==> config.mk <==
export PLATFORM = sky130hd
export DESIGN_NAME = arm_lazy_flags_condition_eval_flat
export DESIGN_NICKNAME = d
export VERILOG_FILES = /design/src/sv/alfc_pkg.sv /design/src/sv/alfc_if.sv /design/src/sv/alfc_alu.sv /design/src/sv/alfc_flags.sv /design/src/sv/alfc_cond.sv /design/src/sv/arm_lazy_flags_condition_eval.sv /design/src/flat_wrapper.sv
export SDC_FILE = /design/constraint.sdc
export NUM_CORES = 1
export LEC_CHECK = 0
export ABC_AREA = 1
export BUFFER_PORTS_ARGS = -buffer_cell sky130_fd_sc_hd__buf_4
export CAP_MARGIN = 20
export CORE_MARGIN = 4
export CORE_UTILIZATION = 30
export DETAILED_ROUTE_END_ITERATION = 12
export MAX_ROUTING_LAYER = met4
export PLACE_DENSITY = 0.46
export SETUP_SLACK_MARGIN = 0.5
export SYNTH_ARGS = -nofsm -noshare
export SYNTH_HDL_FRONTEND = slang
export SYNTH_SLANG_ARGS = --single-unit
==> constraint.sdc <==
create_clock -name i_clk -period 5 [get_ports i_clk]
set_clock_uncertainty 0.1 [all_clocks]
set_input_delay 0.5 -clock i_clk [delete_from_list [all_inputs] [get_ports i_clk]]
set_output_delay 0.5 -clock i_clk [all_outputs]
set_load 0.01 [all_outputs]
==> src/sv/alfc_pkg.sv <==
package alfc_pkg;

    // Flag operation kinds
    localparam logic [2:0] MODE_COPY  = 3'd0;
    localparam logic [2:0] MODE_ADD   = 3'd1;
    localparam logic [2:0] MODE_SUB   = 3'd2;
    localparam logic [2:0] MODE_ADC   = 3'd3;
    localparam logic [2:0] MODE_SBB   = 3'd4;
    localparam logic [2:0] MODE_LOGIC = 3'd5;
    localparam logic [2:0] MODE_MUL   = 3'd6;
    localparam logic [2:0] MODE_MULL  = 3'd7;

    // Condition codes that are not evaluated
    localparam logic [3:0] COND_AL = 4'd14;
    localparam logic [3:0] COND_NV = 4'd15;

    // Condition pairs (cond[3:1]); cond[0] inverts the base test
    localparam logic [2:0] CGRP_EQ = 3'd0;
    localparam logic [2:0] CGRP_HS = 3'd1;
    localparam logic [2:0] CGRP_MI = 3'd2;
    localparam logic [2:0] CGRP_VS = 3'd3;
    localparam logic [2:0] CGRP_HI = 3'd4;
    localparam logic [2:0] CGRP_GE = 3'd5;
    localparam logic [2:0] CGRP_GT = 3'd6;

    localparam int unsigned WORD_W = 32;

    // Stage 1 -> stage 2: adder result plus what the flag mux needs
    typedef struct packed {
        logic [2:0]        mode;
        logic [3:0]        cond;
        logic [WORD_W-1:0] arg_one;
        logic [WORD_W-1:0] arg_two;
        logic [1:0]        old_cv;
        logic [WORD_W-1:0] res;
        logic              carry;
        logic              ovf;
    } t_alu_st;

    // Stage 2 -> stage 3: rebuilt flag word
    typedef struct packed {
        logic [WORD_W-1:0] flags;
        logic [3:0]        cond;
    } t_flg_st;

endpackage

==> src/sv/alfc_if.sv <==
// Request channel: deferred-flags record plus condition code
interface alfc_in_if;
    logic        valid;
    logic        ready;
    logic [2:0]  mode;
    logic [3:0]  cond;
    logic [31:0] arg_one;
    logic [31:0] arg_two;
    logic [31:0] arg_three;

    modport source (output valid, mode, cond, arg_one, arg_two, arg_three, input ready);
    modport sink   (input valid, mode, cond, arg_one, arg_two, arg_three, output ready);
endinterface

// Result channel: flag word and condition outcome
interface alfc_out_if;
    logic        valid;
    logic        ready;
    logic [31:0] flags_word;
    logic        cond_holds;
    logic        cond_error;

    modport source (output valid, flags_word, cond_holds, cond_error, input ready);
    modport sink   (input valid, flags_word, cond_holds, cond_error, output ready);
endinterface

==> src/sv/alfc_alu.sv <==
// Stage 1: shared 33-bit adder for add/sub/adc/sbb
module alfc_alu (
    input  logic                 i_clk,
    input  logic                 i_rst_n,
    input  logic                 i_valid,
    output logic                 o_ready,
    input  logic [2:0]           i_mode,
    input  logic [3:0]           i_cond,
    input  logic [31:0]          i_arg_one,
    input  logic [31:0]          i_arg_two,
    input  logic [31:0]          i_arg_three,
    output logic                 o_valid,
    input  logic                 i_ready,
    output alfc_pkg::t_alu_st    o_data
);

    logic               r_valid;
    alfc_pkg::t_alu_st  r_data;
    alfc_pkg::t_alu_st  n_data;
    logic [31:0]        b_eff;
    logic               cin;
    logic               is_sub;
    logic [32:0]        sum;

    // subtract = a + ~b + carry-in
    assign is_sub = (i_mode == alfc_pkg::MODE_SUB) || (i_mode == alfc_pkg::MODE_SBB);
    assign b_eff  = is_sub ? ~i_arg_two : i_arg_two;

    always_comb begin
        case (i_mode)
            alfc_pkg::MODE_SUB: cin = 1'b1;
            alfc_pkg::MODE_ADC: cin = i_arg_three[0];
            alfc_pkg::MODE_SBB: cin = i_arg_three[0];
            default:            cin = 1'b0;
        endcase
    end

    assign sum = {1'b0, i_arg_one} + {1'b0, b_eff} + 33'(cin);

    always_comb begin
        n_data.mode    = i_mode;
        n_data.cond    = i_cond;
        n_data.arg_one = i_arg_one;
        n_data.arg_two = i_arg_two;
        n_data.old_cv  = i_arg_three[1:0];
        n_data.res     = sum[31:0];
        n_data.carry   = sum[32];
        n_data.ovf     = (sum[31] ^ i_arg_one[31]) & (sum[31] ^ b_eff[31]);
    end

    assign o_ready = !r_valid || i_ready;

    always_ff @(posedge i_clk) begin
        if (!i_rst_n) begin
            r_valid <= 1'b0;
        end else if (o_ready) begin
            r_valid <= i_valid;
        end
    end

    always_ff @(posedge i_clk) begin
        if (o_ready && i_valid) begin
            r_data <= n_data;
        end
    end

    assign o_valid = r_valid;
    assign o_data  = r_data;

endmodule

==> src/sv/alfc_flags.sv <==
// Stage 2: zero detect and NZCV packing
module alfc_flags (
    input  logic                 i_clk,
    input  logic                 i_rst_n,
    input  logic                 i_valid,
    output logic                 o_ready,
    input  alfc_pkg::t_alu_st    i_data,
    output logic                 o_valid,
    input  logic                 i_ready,
    output alfc_pkg::t_flg_st    o_data
);

    logic               r_valid;
    alfc_pkg::t_flg_st  r_data;
    alfc_pkg::t_flg_st  n_data;
    logic [31:0]        a;
    logic [31:0]        b;

    assign a = i_data.arg_one;
    assign b = i_data.arg_two;

    always_comb begin
        n_data.cond = i_data.cond;
        case (i_data.mode)
            alfc_pkg::MODE_COPY: begin
                n_data.flags = a;
            end
            alfc_pkg::MODE_ADD,
            alfc_pkg::MODE_SUB,
            alfc_pkg::MODE_ADC,
            alfc_pkg::MODE_SBB: begin
                n_data.flags = {i_data.res[31], i_data.res == 32'd0,
                                i_data.carry, i_data.ovf, 28'd0};
            end
            alfc_pkg::MODE_LOGIC: begin
                // C from shifter carry-out, V kept
                n_data.flags = {a[31], a == 32'd0, b[0], i_data.old_cv[0], 28'd0};
            end
            alfc_pkg::MODE_MUL: begin
                n_data.flags = {a[31], a == 32'd0, i_data.old_cv, 28'd0};
            end
            default: begin
                // long multiply: N from high word, Z over both words
                n_data.flags = {b[31], (a | b) == 32'd0, i_data.old_cv, 28'd0};
            end
        endcase
    end

    assign o_ready = !r_valid || i_ready;

    always_ff @(posedge i_clk) begin
        if (!i_rst_n) begin
            r_valid <= 1'b0;
        end else if (o_ready) begin
            r_valid <= i_valid;
        end
    end

    always_ff @(posedge i_clk) begin
        if (o_ready && i_valid) begin
            r_data <= n_data;
        end
    end

    assign o_valid = r_valid;
    assign o_data  = r_data;

endmodule

==> src/sv/alfc_cond.sv <==
// Stage 3: condition evaluation, drives the output register
module alfc_cond (
    input  logic                 i_clk,
    input  logic                 i_rst_n,
    input  logic                 i_valid,
    output logic                 o_ready,
    input  alfc_pkg::t_flg_st    i_data,
    output logic                 o_valid,
    input  logic                 i_ready,
    output logic [31:0]          o_flags_word,
    output logic                 o_cond_holds,
    output logic                 o_cond_error
);

    logic        r_valid;
    logic [31:0] r_flags;
    logic        r_holds;
    logic        r_err;
    logic        n_holds;
    logic        n_err;
    logic        fn, fz, fc, fv;
    logic        base;

    assign fn = i_data.flags[31];
    assign fz = i_data.flags[30];
    assign fc = i_data.flags[29];
    assign fv = i_data.flags[28];

    always_comb begin
        case (i_data.cond[3:1])
            alfc_pkg::CGRP_EQ: base = fz;
            alfc_pkg::CGRP_HS: base = fc;
            alfc_pkg::CGRP_MI: base = fn;
            alfc_pkg::CGRP_VS: base = fv;
            alfc_pkg::CGRP_HI: base = fc & !fz;
            alfc_pkg::CGRP_GE: base = !(fn ^ fv);
            alfc_pkg::CGRP_GT: base = !(fz | (fn ^ fv));
            default:           base = 1'b0;
        endcase
    end

    assign n_err   = (i_data.cond == alfc_pkg::COND_AL) || (i_data.cond == alfc_pkg::COND_NV);
    assign n_holds = !n_err && (base ^ i_data.cond[0]);

    assign o_ready = !r_valid || i_ready;

    always_ff @(posedge i_clk) begin
        if (!i_rst_n) begin
            r_valid <= 1'b0;
        end else if (o_ready) begin
            r_valid <= i_valid;
        end
    end

    always_ff @(posedge i_clk) begin
        if (o_ready && i_valid) begin
            r_flags <= i_data.flags;
            r_holds <= n_holds;
            r_err   <= n_err;
        end
    end

    assign o_valid      = r_valid;
    assign o_flags_word = r_flags;
    assign o_cond_holds = r_holds;
    assign o_cond_error = r_err;

    a_err_not_holds: assert property (@(posedge i_clk) disable iff (!i_rst_n)
        r_valid && r_err |-> !r_holds)
        else $error("condition error with condition holding");

endmodule

==> src/sv/arm_lazy_flags_condition_eval.sv <==
// Latency: three registered stages between request acceptance and result valid (adder, flag pack, condition).
// Throughput: one request per cycle while the output is taken; each stage advances when empty or when its
//   downstream takes its content, so a stalled result holds and nothing is lost.
// Ready is combinational from the output ready through the three stage valids.
// Reset (i_rst_n low, synchronous) clears all stage valid bits; payload is not reset.
module arm_lazy_flags_condition_eval (
    input  logic       i_clk,
    input  logic       i_rst_n,
    alfc_in_if.sink    i_in,
    alfc_out_if.source o_out
);

    // Stage 1 -> 2
    logic               s1_valid;
    logic               s1_ready;
    alfc_pkg::t_alu_st  s1_data;

    // Stage 2 -> 3
    logic               s2_valid;
    logic               s2_ready;
    alfc_pkg::t_flg_st  s2_data;

    // Stage 1: add/subtract with carry-in; sub modes use the inverted right operand
    alfc_alu u_alu (
        .i_clk       (i_clk),
        .i_rst_n     (i_rst_n),
        .i_valid     (i_in.valid),
        .o_ready     (i_in.ready),
        .i_mode      (i_in.mode),
        .i_cond      (i_in.cond),
        .i_arg_one   (i_in.arg_one),
        .i_arg_two   (i_in.arg_two),
        .i_arg_three (i_in.arg_three),
        .o_valid     (s1_valid),
        .i_ready     (s1_ready),
        .o_data      (s1_data)
    );

    // Stage 2: pick flag source by operation kind, zero detect, pack NZCV
    alfc_flags u_flags (
        .i_clk   (i_clk),
        .i_rst_n (i_rst_n),
        .i_valid (s1_valid),
        .o_ready (s1_ready),
        .i_data  (s1_data),
        .o_valid (s2_valid),
        .i_ready (s2_ready),
        .o_data  (s2_data)
    );

    // Stage 3: condition test; AL and NV flag an error and never hold
    alfc_cond u_cond (
        .i_clk        (i_clk),
        .i_rst_n      (i_rst_n),
        .i_valid      (s2_valid),
        .o_ready      (s2_ready),
        .i_data       (s2_data),
        .o_valid      (o_out.valid),
        .i_ready      (o_out.ready),
        .o_flags_word (o_out.flags_word),
        .o_cond_holds (o_out.cond_holds),
        .o_cond_error (o_out.cond_error)
    );

    // An accepted request always lands in stage 1
    a_accept_lands: assert property (@(posedge i_clk) disable iff (!i_rst_n)
        i_in.valid && i_in.ready |=> s1_valid)
        else $error("accepted request lost at stage 1");

    // Pipeline is empty right after reset
    a_reset_empty: assert property (@(posedge i_clk)
        !i_rst_n |=> !o_out.valid && !s1_valid && !s2_valid)
        else $error("pipeline not empty after reset");

    // A stalled stage 2 item does not vanish
    a_s2_hold: assert property (@(posedge i_clk) disable iff (!i_rst_n)
        s2_valid && !s2_ready |=> s2_valid && $stable(s2_data))
        else $error("stage 2 item dropped under stall");

endmodule
==> src/flat_wrapper.sv <==
// flat-port wrapper written by rule: the top's interface ports become plain ports
module arm_lazy_flags_condition_eval_flat 
  (i_clk, i_rst_n, i_in_valid, i_in_mode, i_in_cond, i_in_arg_one, i_in_arg_two, i_in_arg_three, i_in_ready, o_out_valid, o_out_flags_word, o_out_cond_holds, o_out_cond_error, o_out_ready);
  alfc_in_if i_in_i ();
  alfc_out_if o_out_i ();
  input  logic i_clk;
  input  logic i_rst_n;
  input wire logic [$bits(i_in_i.valid)-1:0] i_in_valid;
  input wire logic [$bits(i_in_i.mode)-1:0] i_in_mode;
  input wire logic [$bits(i_in_i.cond)-1:0] i_in_cond;
  input wire logic [$bits(i_in_i.arg_one)-1:0] i_in_arg_one;
  input wire logic [$bits(i_in_i.arg_two)-1:0] i_in_arg_two;
  input wire logic [$bits(i_in_i.arg_three)-1:0] i_in_arg_three;
  output wire logic [$bits(i_in_i.ready)-1:0] i_in_ready;
  output wire logic [$bits(o_out_i.valid)-1:0] o_out_valid;
  output wire logic [$bits(o_out_i.flags_word)-1:0] o_out_flags_word;
  output wire logic [$bits(o_out_i.cond_holds)-1:0] o_out_cond_holds;
  output wire logic [$bits(o_out_i.cond_error)-1:0] o_out_cond_error;
  input wire logic [$bits(o_out_i.ready)-1:0] o_out_ready;
  assign i_in_i.valid = i_in_valid;
  assign i_in_i.mode = i_in_mode;
  assign i_in_i.cond = i_in_cond;
  assign i_in_i.arg_one = i_in_arg_one;
  assign i_in_i.arg_two = i_in_arg_two;
  assign i_in_i.arg_three = i_in_arg_three;
  assign i_in_ready = i_in_i.ready;
  assign o_out_valid = o_out_i.valid;
  assign o_out_flags_word = o_out_i.flags_word;
  assign o_out_cond_holds = o_out_i.cond_holds;
  assign o_out_cond_error = o_out_i.cond_error;
  assign o_out_i.ready = o_out_ready;
  arm_lazy_flags_condition_eval u_core (.i_clk(i_clk), .i_rst_n(i_rst_n), .i_in(i_in_i), .o_out(o_out_i));
endmodule
==> out/qor.txt, run 1 <==
mux share of post-synthesis cell area - 0%
Worst Setup Path Type - in2reg
root buf cell - clkbuf_16
Crit. End Element - register
Avg WL per Cell - 15.2 µm
number of synthesized flops with an enable pin - 177
xor/xnor share of the synthesized area - 5.43%
Final Hold Vio Count - 0
worst hold stages - 1
Resized Gates After CTS - 0
FMAX - 300 MHz
Ys Warns - 0
crit path max fanout - 17
Initial Util - 30.4%
leakage - 4.50 nW
Yosys reg bits - 180
mapped cell area - 0.00871 mm²
leading post-synthesis cells by cell area - edfxtp_1 (61%), nand2_1 (6.2%), inv_1 (5.5%), ha_1 (4.5%), nor2_1 (4.3%)
# hold bufs at CTS - 0
CTS max path bufs - 2
Power Density - 358 mW/mm²
post-synthesis compound-gate area fraction - 5.74%
CTS tree - done
H-tree depth - 4
antenna violations before repair - 0
largest net degree at the start of global routing - 84
setup ws final - 1.67 ns
worst hold path endpoint - u_core.u_alu.o_data[100]
Post-Syn Area per Cell - 10.6 µm²
min-delay worst type - in2reg
post-synth cell types - 38
WP data arrival - 3.41 ns
DP HPWL - 16.5 mm
GP Congestion - 0.885
syn nets - 962
Final Slew Violations - 0
final worst path period need - 3.33 ns
first-pass GRT wire length - 31.6 mm
Reg2Reg Capture Point - u_core.u_alu.o_data[89]
Comb power frac - 17.8%
Initial DRC Count - 411
Synth top area share - 61.0%
Reg2Reg Depth - 6
R2R setup slack - 2.63 ns
Seq/Total Area, Yosys - 61.7%
floorplan row count - 62
vias - 5839
Post-CTS Setup Inserts - 0
drt pass-1 iters - 4
NetSw - 1.10 mW
CTS sink cnt - 180
Worst-Skew Late Latency - 0.42 ns
FF-to-FF Start - u_core.u_cond.o_valid
ANT nets after route - 0
Core ar. - 0.0287 mm²
fin nets - 1091
layout cells sized above 1 - 17.5%
vias in the first global route - 5851
Finished Cell Area - 0.0107 mm²
Area growth, synth to finish - 22.3%
Post-Synth Simple-Gate Area - 16.4%
final worst path period share - 66.7%
clk slew on worst S/H paths - 0.08 ns
Die Area - 0.0318 mm²
sequential power share - 48.0%
post-layout util - 37.1%
P_int - 2.72 mW
CP startpoint kind - input pin
Die W - 178 µm
# DRC - 0
Clock Power Share - 34.2%
Mapped Cells - 822
Slew headroom - 30.8%
I/O pin count - 143
Post-Place Worst Slack - 1.21 ns
Main synth FF type - edfxtp_1
Die Height - 178 µm
Via density - 4.33
setup TNS - 0 ns
Placed Area - 0.0100 mm²
switch share - 28.7%
status - finished, final reports clean
HP Start - i_in_cond[0]
global route total overflow - 0
max cap viols - 0
area leader, netlist - edfxtp_1
GRT Total Usage - 13.4%
adder-cell share of the synthesized area - 4.91%
n_diodes - 0
RSZ-0062 raised after global routing - no
fillers - 2903
cts bufs inserted - 17
I/O Buffers - 112
Finish-stage setup viols - 0
ys async rst share - 0%
peak supply drop - 234 µV
largest family of logic cells by synthesized area - simple AND/OR/NAND/NOR gates
Worst EP required - 5.08 ns
final wirelength - 20.5 mm
slew of the pin with the lowest slew margin - 1.04 ns
## registers in the layout, indices dropped and copies added, names as in the netlist
register                    cells
u_core.u_alu.o_data           107
u_core.u_alu.o_valid            1
u_core.u_cond.o_cond_error      1
u_core.u_cond.o_cond_holds      1
u_core.u_cond.o_flags_word     32
u_core.u_cond.o_valid           1
u_core.u_flags.o_data          36
u_core.u_flags.o_valid          1
## worst max-delay path by stage
stage                               to         start
6_report       u_core.u_alu.o_data[30]  i_in_mode[1]
3_5_place_dp   u_core.u_alu.o_data[30]  i_in_mode[1]
2_1_floorplan   u_core.u_alu.o_data[0]   o_out_ready
5_1_grt        u_core.u_alu.o_data[30]  i_in_mode[1]
3_3_place_gp   u_core.u_alu.o_data[30]  i_in_mode[1]
4_1_cts        u_core.u_alu.o_data[24]  i_in_mode[1]
## metal layers
layer | part of all wire (%) | wire [µm] | global-route usage, % | up-vias
li1 | - | - | - | 3022
met1 | 47 | 9670 | 17.4 | 2679
met2 | 47 | 9550 | 21.2 | 103
met3 | 3.4 | 697 | 2.23 | 35
met4 | 3.0 | 616 | 5.08 | 0
met5 | 0 | 0 | - | -
## critical path, cell delays in order
cell and delay (ns):
buf_4 0.11, inv_1 0.08, nor2_1 0.05, nand2_1 0.08, nand2_2 0.34, xnor2_1 0.28, inv_1 0.08, fa_1 0.47
fa_1 0.47, nand3_1 0.14, nand2_2 0.09, nand2_1 0.09, o211ai_2 0.13, nand2_1 0.09, nand2_1 0.12, nand2_1 0.12
nand2_1 0.06, nand2_1 0.05, nand2_1 0.05
## cell type report
cell class | instances | area [µm²] | share of cell area, %
timing repair buffer | 116 | 883 | 8.29
sequential | 180 | 5380 | 50.5
inverter | 129 | 487 | 4.57
clock inverter | 14 | 160 | 1.50
tap | 384 | 480 | 4.51
multi-input combinational | 507 | 2840 | 26.6
clock buffer | 18 | 429 | 4.03
## logic make-up (layout without fill, tap and decap cells)
| kind of cell | count (synthesis) | after routing |
|---|---|---|
| simple gates | 333 | 333 |
| compound gates | 87 | 87 |
| buf+inv | 135 | 277 |
| fa+ha+maj | 33 | 33 |
| xor+xnor | 54 | 54 |
| flops | 180 | 180 |
## stage by stage
step,power (mW),cells,hold slack (ns)
after global placement,2.55,1315,0.301
after global routing,4.02,1348,0.120
after CTS,3.86,1347,0.126
after floorplan,2.31,822,0.300
after detailed placement,2.55,1315,0.305
final,3.82,1348,0.149
## synthesized netlist by cell type, drive strengths merged, types with 3 or more instances
library cell  instances
nand2               156
clkbuf                3
edfxtp              177
nand4                 9
inv                 129
a21oi                48
xor2                 19
nor2                 99
xnor2                35
o211ai                3
nor4                 14
nand3                35
ha                   31
o21a                  5
buf                   3
dfxtp                 3
nor3                 13
o21ai                21
a21o                  3
## placed cells by master (no fill, tap or decap), drive strengths merged, types with 3 or more instances in the layout
cell type and instances:
edfxtp 177, nand2 156, inv 136, buf 116, nor2 99, a21oi 48, xnor2 35, nand3 35
ha 31, o21ai 21, xor2 19, clkbuf 18, nor4 14, nor3 13, nand4 9, clkinv 7
o21a 5, a21o 3, dfxtp 3, o211ai 3
## power by group through the flow
stage	Sequential [mW]	Combinational (mW)	Clock [mW]
2_1_floorplan	1.86	0.451	0
3_3_place_gp	1.87	0.682	0
3_5_place_dp	1.87	0.680	0
4_1_cts	1.84	0.684	1.34
5_1_grt	1.84	0.771	1.41
6_report	1.83	0.678	1.31
Power figures use the tool's default switching activity.
==> inputs of run 2 (changes only) <==
PLACE_DENSITY = 0.48   (was 0.46)
clock period = 2.8 ns   (was 5 ns; I/O delays follow)
==> run 2 against run 1 <==
Global-route usage grew 1.4 points; register-to-register slack worse by 1.8 ns; clock power grew 80%.
==> out/qor.txt, run 2 (same netlist as run 1, synthesis figures left out) <==
status - finished, final reports clean (unchanged)
cts bufs inserted - 17 (unchanged)
leakage - 5.42 nW (was 4.50 nW)
largest net degree at the start of global routing - 53 (was 84)
Worst EP required - 2.89 ns (was 5.08 ns)
post-layout util - 45.2% (was 37.1%)
Initial Util - 30.4% (unchanged)
RSZ-0062 raised after global routing - yes (was no)
clk slew on worst S/H paths - 0.07 ns (was 0.08 ns)
final hold slack - 0.0300 ns (was 0.149 ns)
Area growth, synth to finish - 49.0% (was 22.3%)
# DRC - 0 (unchanged)
I/O Buffers - 112 (unchanged)
antenna violations before repair - 0 (unchanged)
Worst-Skew Late Latency - 0.43 ns (was 0.42 ns)
Power Density - 580 mW/mm² (was 358 mW/mm²)
first-pass GRT wire length - 34.9 mm (was 31.6 mm)
drt pass-1 iters - 7 (was 4)
DP HPWL - 17.4 mm (was 16.5 mm)
ANT nets after route - 0 (unchanged)
Finish-stage setup viols - 0 (unchanged)
Via density - 4.34 (was 4.33)
Setup crit start - i_in_mode[1] (unchanged)
crit path max fanout - 6 (was 17)
FMAX - 423 MHz
Crit. End Element - register (unchanged)
fin nets - 1266 (was 1091)
WP data arrival - 2.45 ns (was 3.41 ns)
GRT Total Usage - 14.8% (was 13.4%)
Initial DRC Count - 363 (was 411)
PnR Total Power - 7.54 mW (was 3.82 mW)
CTS max path bufs - 2 (unchanged)
GP Congestion - 0.829 (was 0.885)
Final Slew Violations - 0 (unchanged)
slew of the pin with the lowest slew margin - 0.911 ns (was 1.04 ns)
Die Height - 178 µm (unchanged)
peak supply drop - 396 µV (was 234 µV)
floorplan row count - 62 (unchanged)
max reg flops - 107 (unchanged)
H-tree depth - 4 (unchanged)
vias - 6613 (was 5839)
Final Hold Vio Count - 0 (unchanged)
root buf cell - clkbuf_16 (unchanged)
layout cells sized above 1 - 32.8% (was 17.5%)
min-delay worst type - in2reg (unchanged)
final worst path period share - 84.4%
vias in the first global route - 6540 (was 5851)
Worst Setup Path Type - in2reg (unchanged)
CP startpoint kind - input pin (unchanged)
max cap viols - 0 (unchanged)
global route total overflow - 0 (unchanged)
final worst path period need - 2.36 ns
Core ar. - 0.0287 mm² (unchanged)
FF-to-FF Start - u_core.u_alu.o_data[105] (was u_core.u_cond.o_valid)
Avg WL per Cell - 15.1 µm (was 15.2 µm)
Die Area - 0.0318 mm² (unchanged)
I/O pin count - 143 (unchanged)
setup ws final - 0.437 ns (was 1.67 ns)
n_diodes - 0 (unchanged)
most frequent cells in the layout - buf_4 (201), edfxtp_1 (177), nand2_1 (126) (was edfxtp_1 (177), nand2_1 (145), inv_1 (127))
HP Start - i_in_mode[0] (was i_in_cond[0])
Post-Place Worst Slack - -0.158 ns (was 1.21 ns)
Slew headroom - 39.2% (was 30.8%)
CTS sink cnt - 180 (unchanged)
CTS tree - done (unchanged)
Die W - 178 µm (unchanged)
most common cell after layout, fill and taps aside - buf_4 (was edfxtp_1)
final wirelength - 23.0 mm (was 20.5 mm)
==> run 2: layer usage <==
layer / vias up / global-route usage (%) / share of wire (%)
met4: 0 / 4.70 / 2.1
met1: 3091 / 19.2 / 46
li1: 3380 / - / -
met3: 32 / 2.37 / 3.4
met2: 110 / 23.9 / 48
met5: - / - / 0
==> run 2: area by class of cell <==
type | count | area, µm²
Clock inverter | 14 | 153
Multi-Input combinational cell | 507 | 3570
Clock buffer | 18 | 429
Tap cell | 384 | 480
Timing Repair Buffer | 291 | 2480
Inverter | 129 | 498
Sequential cell | 180 | 5380
Fill cell | 2734 | 15700
==> run 2: metrics by stage <==
step	setup TNS (ns)	cell area [µm²]	cells
2_1_floorplan	0	9140	822
6_report	0	13000	1523
3_5_place_dp	-1.49	11200	1405
5_1_grt	0	13000	1523
3_3_place_gp	-1.25	11200	1405
4_1_cts	0	12600	1516
==> run 2: path summary, 6_finish.rpt <==
path | slack, ns | depth (start not counted) | endpoint
setup / recovery | 0.44 | 20 | u_core.u_alu.o_data[30]
hold / removal | 0.03 | 2 | u_core.u_alu.o_data[104]
setup reg to reg | 0.79 | 7 | u_core.u_flags.o_data[34]
hold reg to reg | 0.31 | 0 | u_core.u_cond.o_flags_word[10]
==> run 2: what timing repair did <==
action,4_1_cts,5_1_grt
hold endpoints to repair,75,0
resized for setup,28,64
hold buffers,73,0
setup buffers,6,6
pin swaps,16,28
gates cloned,0,1
endpoints found under the setup margin,20,29
==> run 2: critical path, stage by stage <==
cell	delay [ns]
buf_8	0.11
inv_8	0.05
nor2_4	0.04
nand2_4	0.07
nand2_8	0.10
buf_12	0.16
xnor2_1	0.17
inv_1	0.09
ha_4	0.29
buf_4	0.13
nand2_1	0.09
nor2_2	0.15
nand2_2	0.08
o211ai_4	0.11
nand2_1	0.10
nand2_2	0.09
nand2_2	0.06
buf_4	0.13
nand3_1	0.07
nand2_1	0.05
==> run 2: report_power, final <==
group | leakage [nW] | switching, mW | total [mW] | internal [mW]
clock | 0.286 | 1.16 | 2.36 | 1.20
combinational | 3.36 | 0.979 | 1.90 | 0.926
sequential | 1.77 | 0.0636 | 3.27 | 3.21
==> inputs of run 3 (changes only) <==
ABC_AREA = 0   (was 1)
clock period = 2.1 ns   (was 2.8 ns; I/O delays follow)
==> run 3 against run 2 <==
The run now ends with setup timing left; sequential power up 38%; critical path depth decreased by 6; first-iteration DRC count down 18%; utilization rose by 1.9 points; sequential cell count unchanged; critical path type unchanged; highest routed layer unchanged.
==> out/qor.txt, run 3 <==
status - complete, but fails checks (was finished, final reports clean)
failing checks - setup timing
largest family of logic cells by synthesized area - simple AND/OR/NAND/NOR gates (unchanged)
Final Hold Vio Count - 0 (unchanged)
final hold slack - 0.0238 ns (was 0.0300 ns)
global route total overflow - 0 (unchanged)
Synth top area share - 65.1% (was 61.0%)
PnR Total Power - 9.95 mW (was 7.54 mW)
Worst EP required - 2.18 ns (was 2.89 ns)
floorplan row count - 60 (was 62)
drt pass-1 iters - 4 (was 7)
Area growth, synth to finish - 55.2% (was 49.0%)
Crit. End Element - register (unchanged)
fin nets - 1098 (was 1266)
Worst-Skew Late Latency - 0.43 ns (about the same)
WP data arrival - 2.94 ns (was 2.45 ns)
setup ws final - -0.761 ns (was 0.437 ns)
Power Density - 786 mW/mm² (was 580 mW/mm²)
final worst path period need - 2.86 ns
slew of the pin with the lowest slew margin - 0.440 ns (was 0.911 ns)
area leader, netlist - edfxtp_1 (unchanged)
Ys Warns - 0 (unchanged)
Finished Cell Area - 0.0127 mm² (was 0.0130 mm²)
leading post-synthesis cells by cell area - edfxtp_1 (65%), ha_1 (4.8%), xor2_1 (4.6%), a21oi_1 (2.9%), xnor2_1 (2.4%) (was edfxtp_1 (61%), nand2_1 (6.2%), inv_1 (5.5%), ha_1 (4.5%), nor2_1 (4.3%))
root buf cell - clkbuf_16 (unchanged)
Initial DRC Count - 297 (was 363)
ANT nets after route - 0 (unchanged)
cts bufs inserted - 17 (unchanged)
Final Slew Violations - 0 (unchanged)
post-synth cell types - 58 (was 38)
n_diodes - 0 (unchanged)
Main synth FF type - edfxtp_1 (unchanged)
Placed Area - 0.0106 mm² (was 0.0112 mm²)
min-delay worst type - in2reg (unchanged)
ys async rst share - 0% (unchanged)
CTS sink cnt - 180 (unchanged)
antenna violations before repair - 0 (unchanged)
vias in the first global route - 6476 (was 6540)
number of synthesized flops with an enable pin - 177 (unchanged)
Worst Setup Path Type - in2reg (unchanged)
CTS tree - done (unchanged)
layout cells sized above 1 - 41.7% (was 32.8%)
CTS max path bufs - 2 (unchanged)
Cell Count Post-Placement - 1164 (was 1405)
DP HPWL - 16.6 mm (was 17.4 mm)
GP Congestion - 0.874 (was 0.829)
Via density - 4.59 (was 4.34)
Finish-stage setup viols - 28 (was 0)
mux share of post-synthesis cell area - 0.905% (was 0%)
Die Height - 173 µm (was 178 µm)
Die Area - 0.0299 mm² (was 0.0318 mm²)
clk slew on worst S/H paths - 0.07 ns (about the same)
RSZ-0062 raised after global routing - yes (unchanged)
I/O pin count - 143 (unchanged)
Synth top cells by count - edfxtp_1 (177), a21oi_1 (48), xor2_1 (43) (was edfxtp_1 (177), nand2_1 (145), inv_1 (128))
Core ar. - 0.0269 mm² (was 0.0287 mm²)
max cap viols - 0 (unchanged)
I/O Buffers - 112 (unchanged)
final non-filler cell total - 1312 (was 1523)
Yosys reg bits - 180 (unchanged)
Seq/Total Area, Yosys - 65.9% (was 61.7%)
leakage - 5.04 nW (was 5.42 nW)
xor/xnor share of the synthesized area - 6.98% (was 5.43%)
Post-Place Worst Slack - -1.29 ns (was -0.158 ns)
mapped cell area - 0.00816 mm² (was 0.00871 mm²)
Initial Util - 30.4% (about the same)
Avg WL per Cell - 17.0 µm (was 15.1 µm)
CP startpoint kind - input pin (unchanged)
final worst path period share - 136%
syn nets - 724 (was 962)
FMAX - 349 MHz
peak supply drop - 439 µV (was 396 µV)
most frequent cells in the layout - buf_4 (282), edfxtp_1 (177), dlygate4sd3_1 (73) (was buf_4 (201), edfxtp_1 (177), nand2_1 (126))
Post-Synth Simple-Gate Area - 10.1% (was 16.4%)
max reg flops - 107 (unchanged)
H-tree depth - 4 (unchanged)
first-pass GRT wire length - 35.1 mm (was 34.9 mm)
# DRC - 0 (unchanged)
final wirelength - 22.4 mm (was 23.0 mm)
Mapped Cells - 584 (was 822)
crit path max fanout - 4 (was 6)
Slew headroom - 70.4% (was 39.2%)
adder-cell share of the synthesized area - 5.24% (was 4.91%)
count leader, synth - edfxtp_1 (unchanged)
post-synthesis compound-gate area fraction - 9.38% (was 5.74%)
Die W - 173 µm (was 178 µm)
largest net degree at the start of global routing - 37 (was 53)
most common cell after layout, fill and taps aside - buf_4 (unchanged)
GRT Total Usage - 15.2% (was 14.8%)
Post-Syn Area per Cell - 14.0 µm² (was 10.6 µm²)
vias - 6023 (was 6613)
-- run 3: layout make-up --
type,instances,area (µm²)
Fill cell,2477,14200
Sequential cell,180,5380
Clock inverter,14,153
Inverter,13,48.8
Tap cell,341,427
Timing Repair Buffer,375,3150
Clock buffer,18,429
Multi-Input combinational cell,371,3080
-- run 3: power by group --
group          internal [mW]  leakage, nW  switching [mW]
Sequential              4.37         1.68           0.137
Combinational           1.26         3.08            1.09
Clock                   1.60        0.286            1.50
-- run 3: per-layer routing --
layer	track usage (%)	wire [µm]	vias up
li1	-	-	2979
met2	25.7	11700	92
met4	5.42	486	0
met1	18.6	9660	2923
met3	2.25	561	29
met5	-	0	-
-- run 3: final timing paths --
path / startpoint / end / slack, ns / cells after the start
max reg2reg: u_core.u_alu.o_data[46] / u_core.u_flags.o_data[34] / 0.20 / 7
min: i_in_arg_one[16] / u_core.u_alu.o_data[84] / 0.02 / 2
max: i_in_mode[1] / u_core.u_alu.o_data[20] / -0.76 / 14
min reg2reg: u_core.u_flags.o_data[18] / u_core.u_cond.o_flags_word[14] / 0.32 / 0
-- run 3: per-stage QoR --
stage | TNS [ns] | util [%]
final | -14.98 | 47.1
after global routing | -17.95 | 47.1
after CTS | -14.94 | 45.4
after detailed placement | -31.17 | 39.5
after global placement | -29.48 | 39.5
after floorplan | -98.46 | -
-- run 3: worst max-delay path, stage by stage --
cell	delay (ns)
buf_6	0.10
nand2b_4	0.14
a21oi_4	0.19
xor2_1	0.11
fa_2	0.39
fa_2	0.36
a21o_1	0.21
a221oi_4	0.33
buf_4	0.18
o21ai_2	0.06
a41o_1	0.24
a21oi_2	0.17
o21ai_1	0.10
xor2_1	0.14
-- run 3: kinds of logic after synthesis --
family / count (synthesis)
multiplexers: 6
buffers and inverters: 33
AND/OR/NAND/NOR: 148
flip-flops: 180
XOR/XNOR: 65
adder cells (fa/ha/maj): 33
AO/OA/AOI/OAI: 119
-- run 3: what timing repair did --
action                                  in CTS  in global routing
endpoints found under the setup margin     131                126
hold buffers                                73                  0
buffers inserted                            14                 27
hold endpoints to repair                    75                  0
pin swaps                                   15                 29
gates resized for setup                     27                 52
cloned                                       0                  2
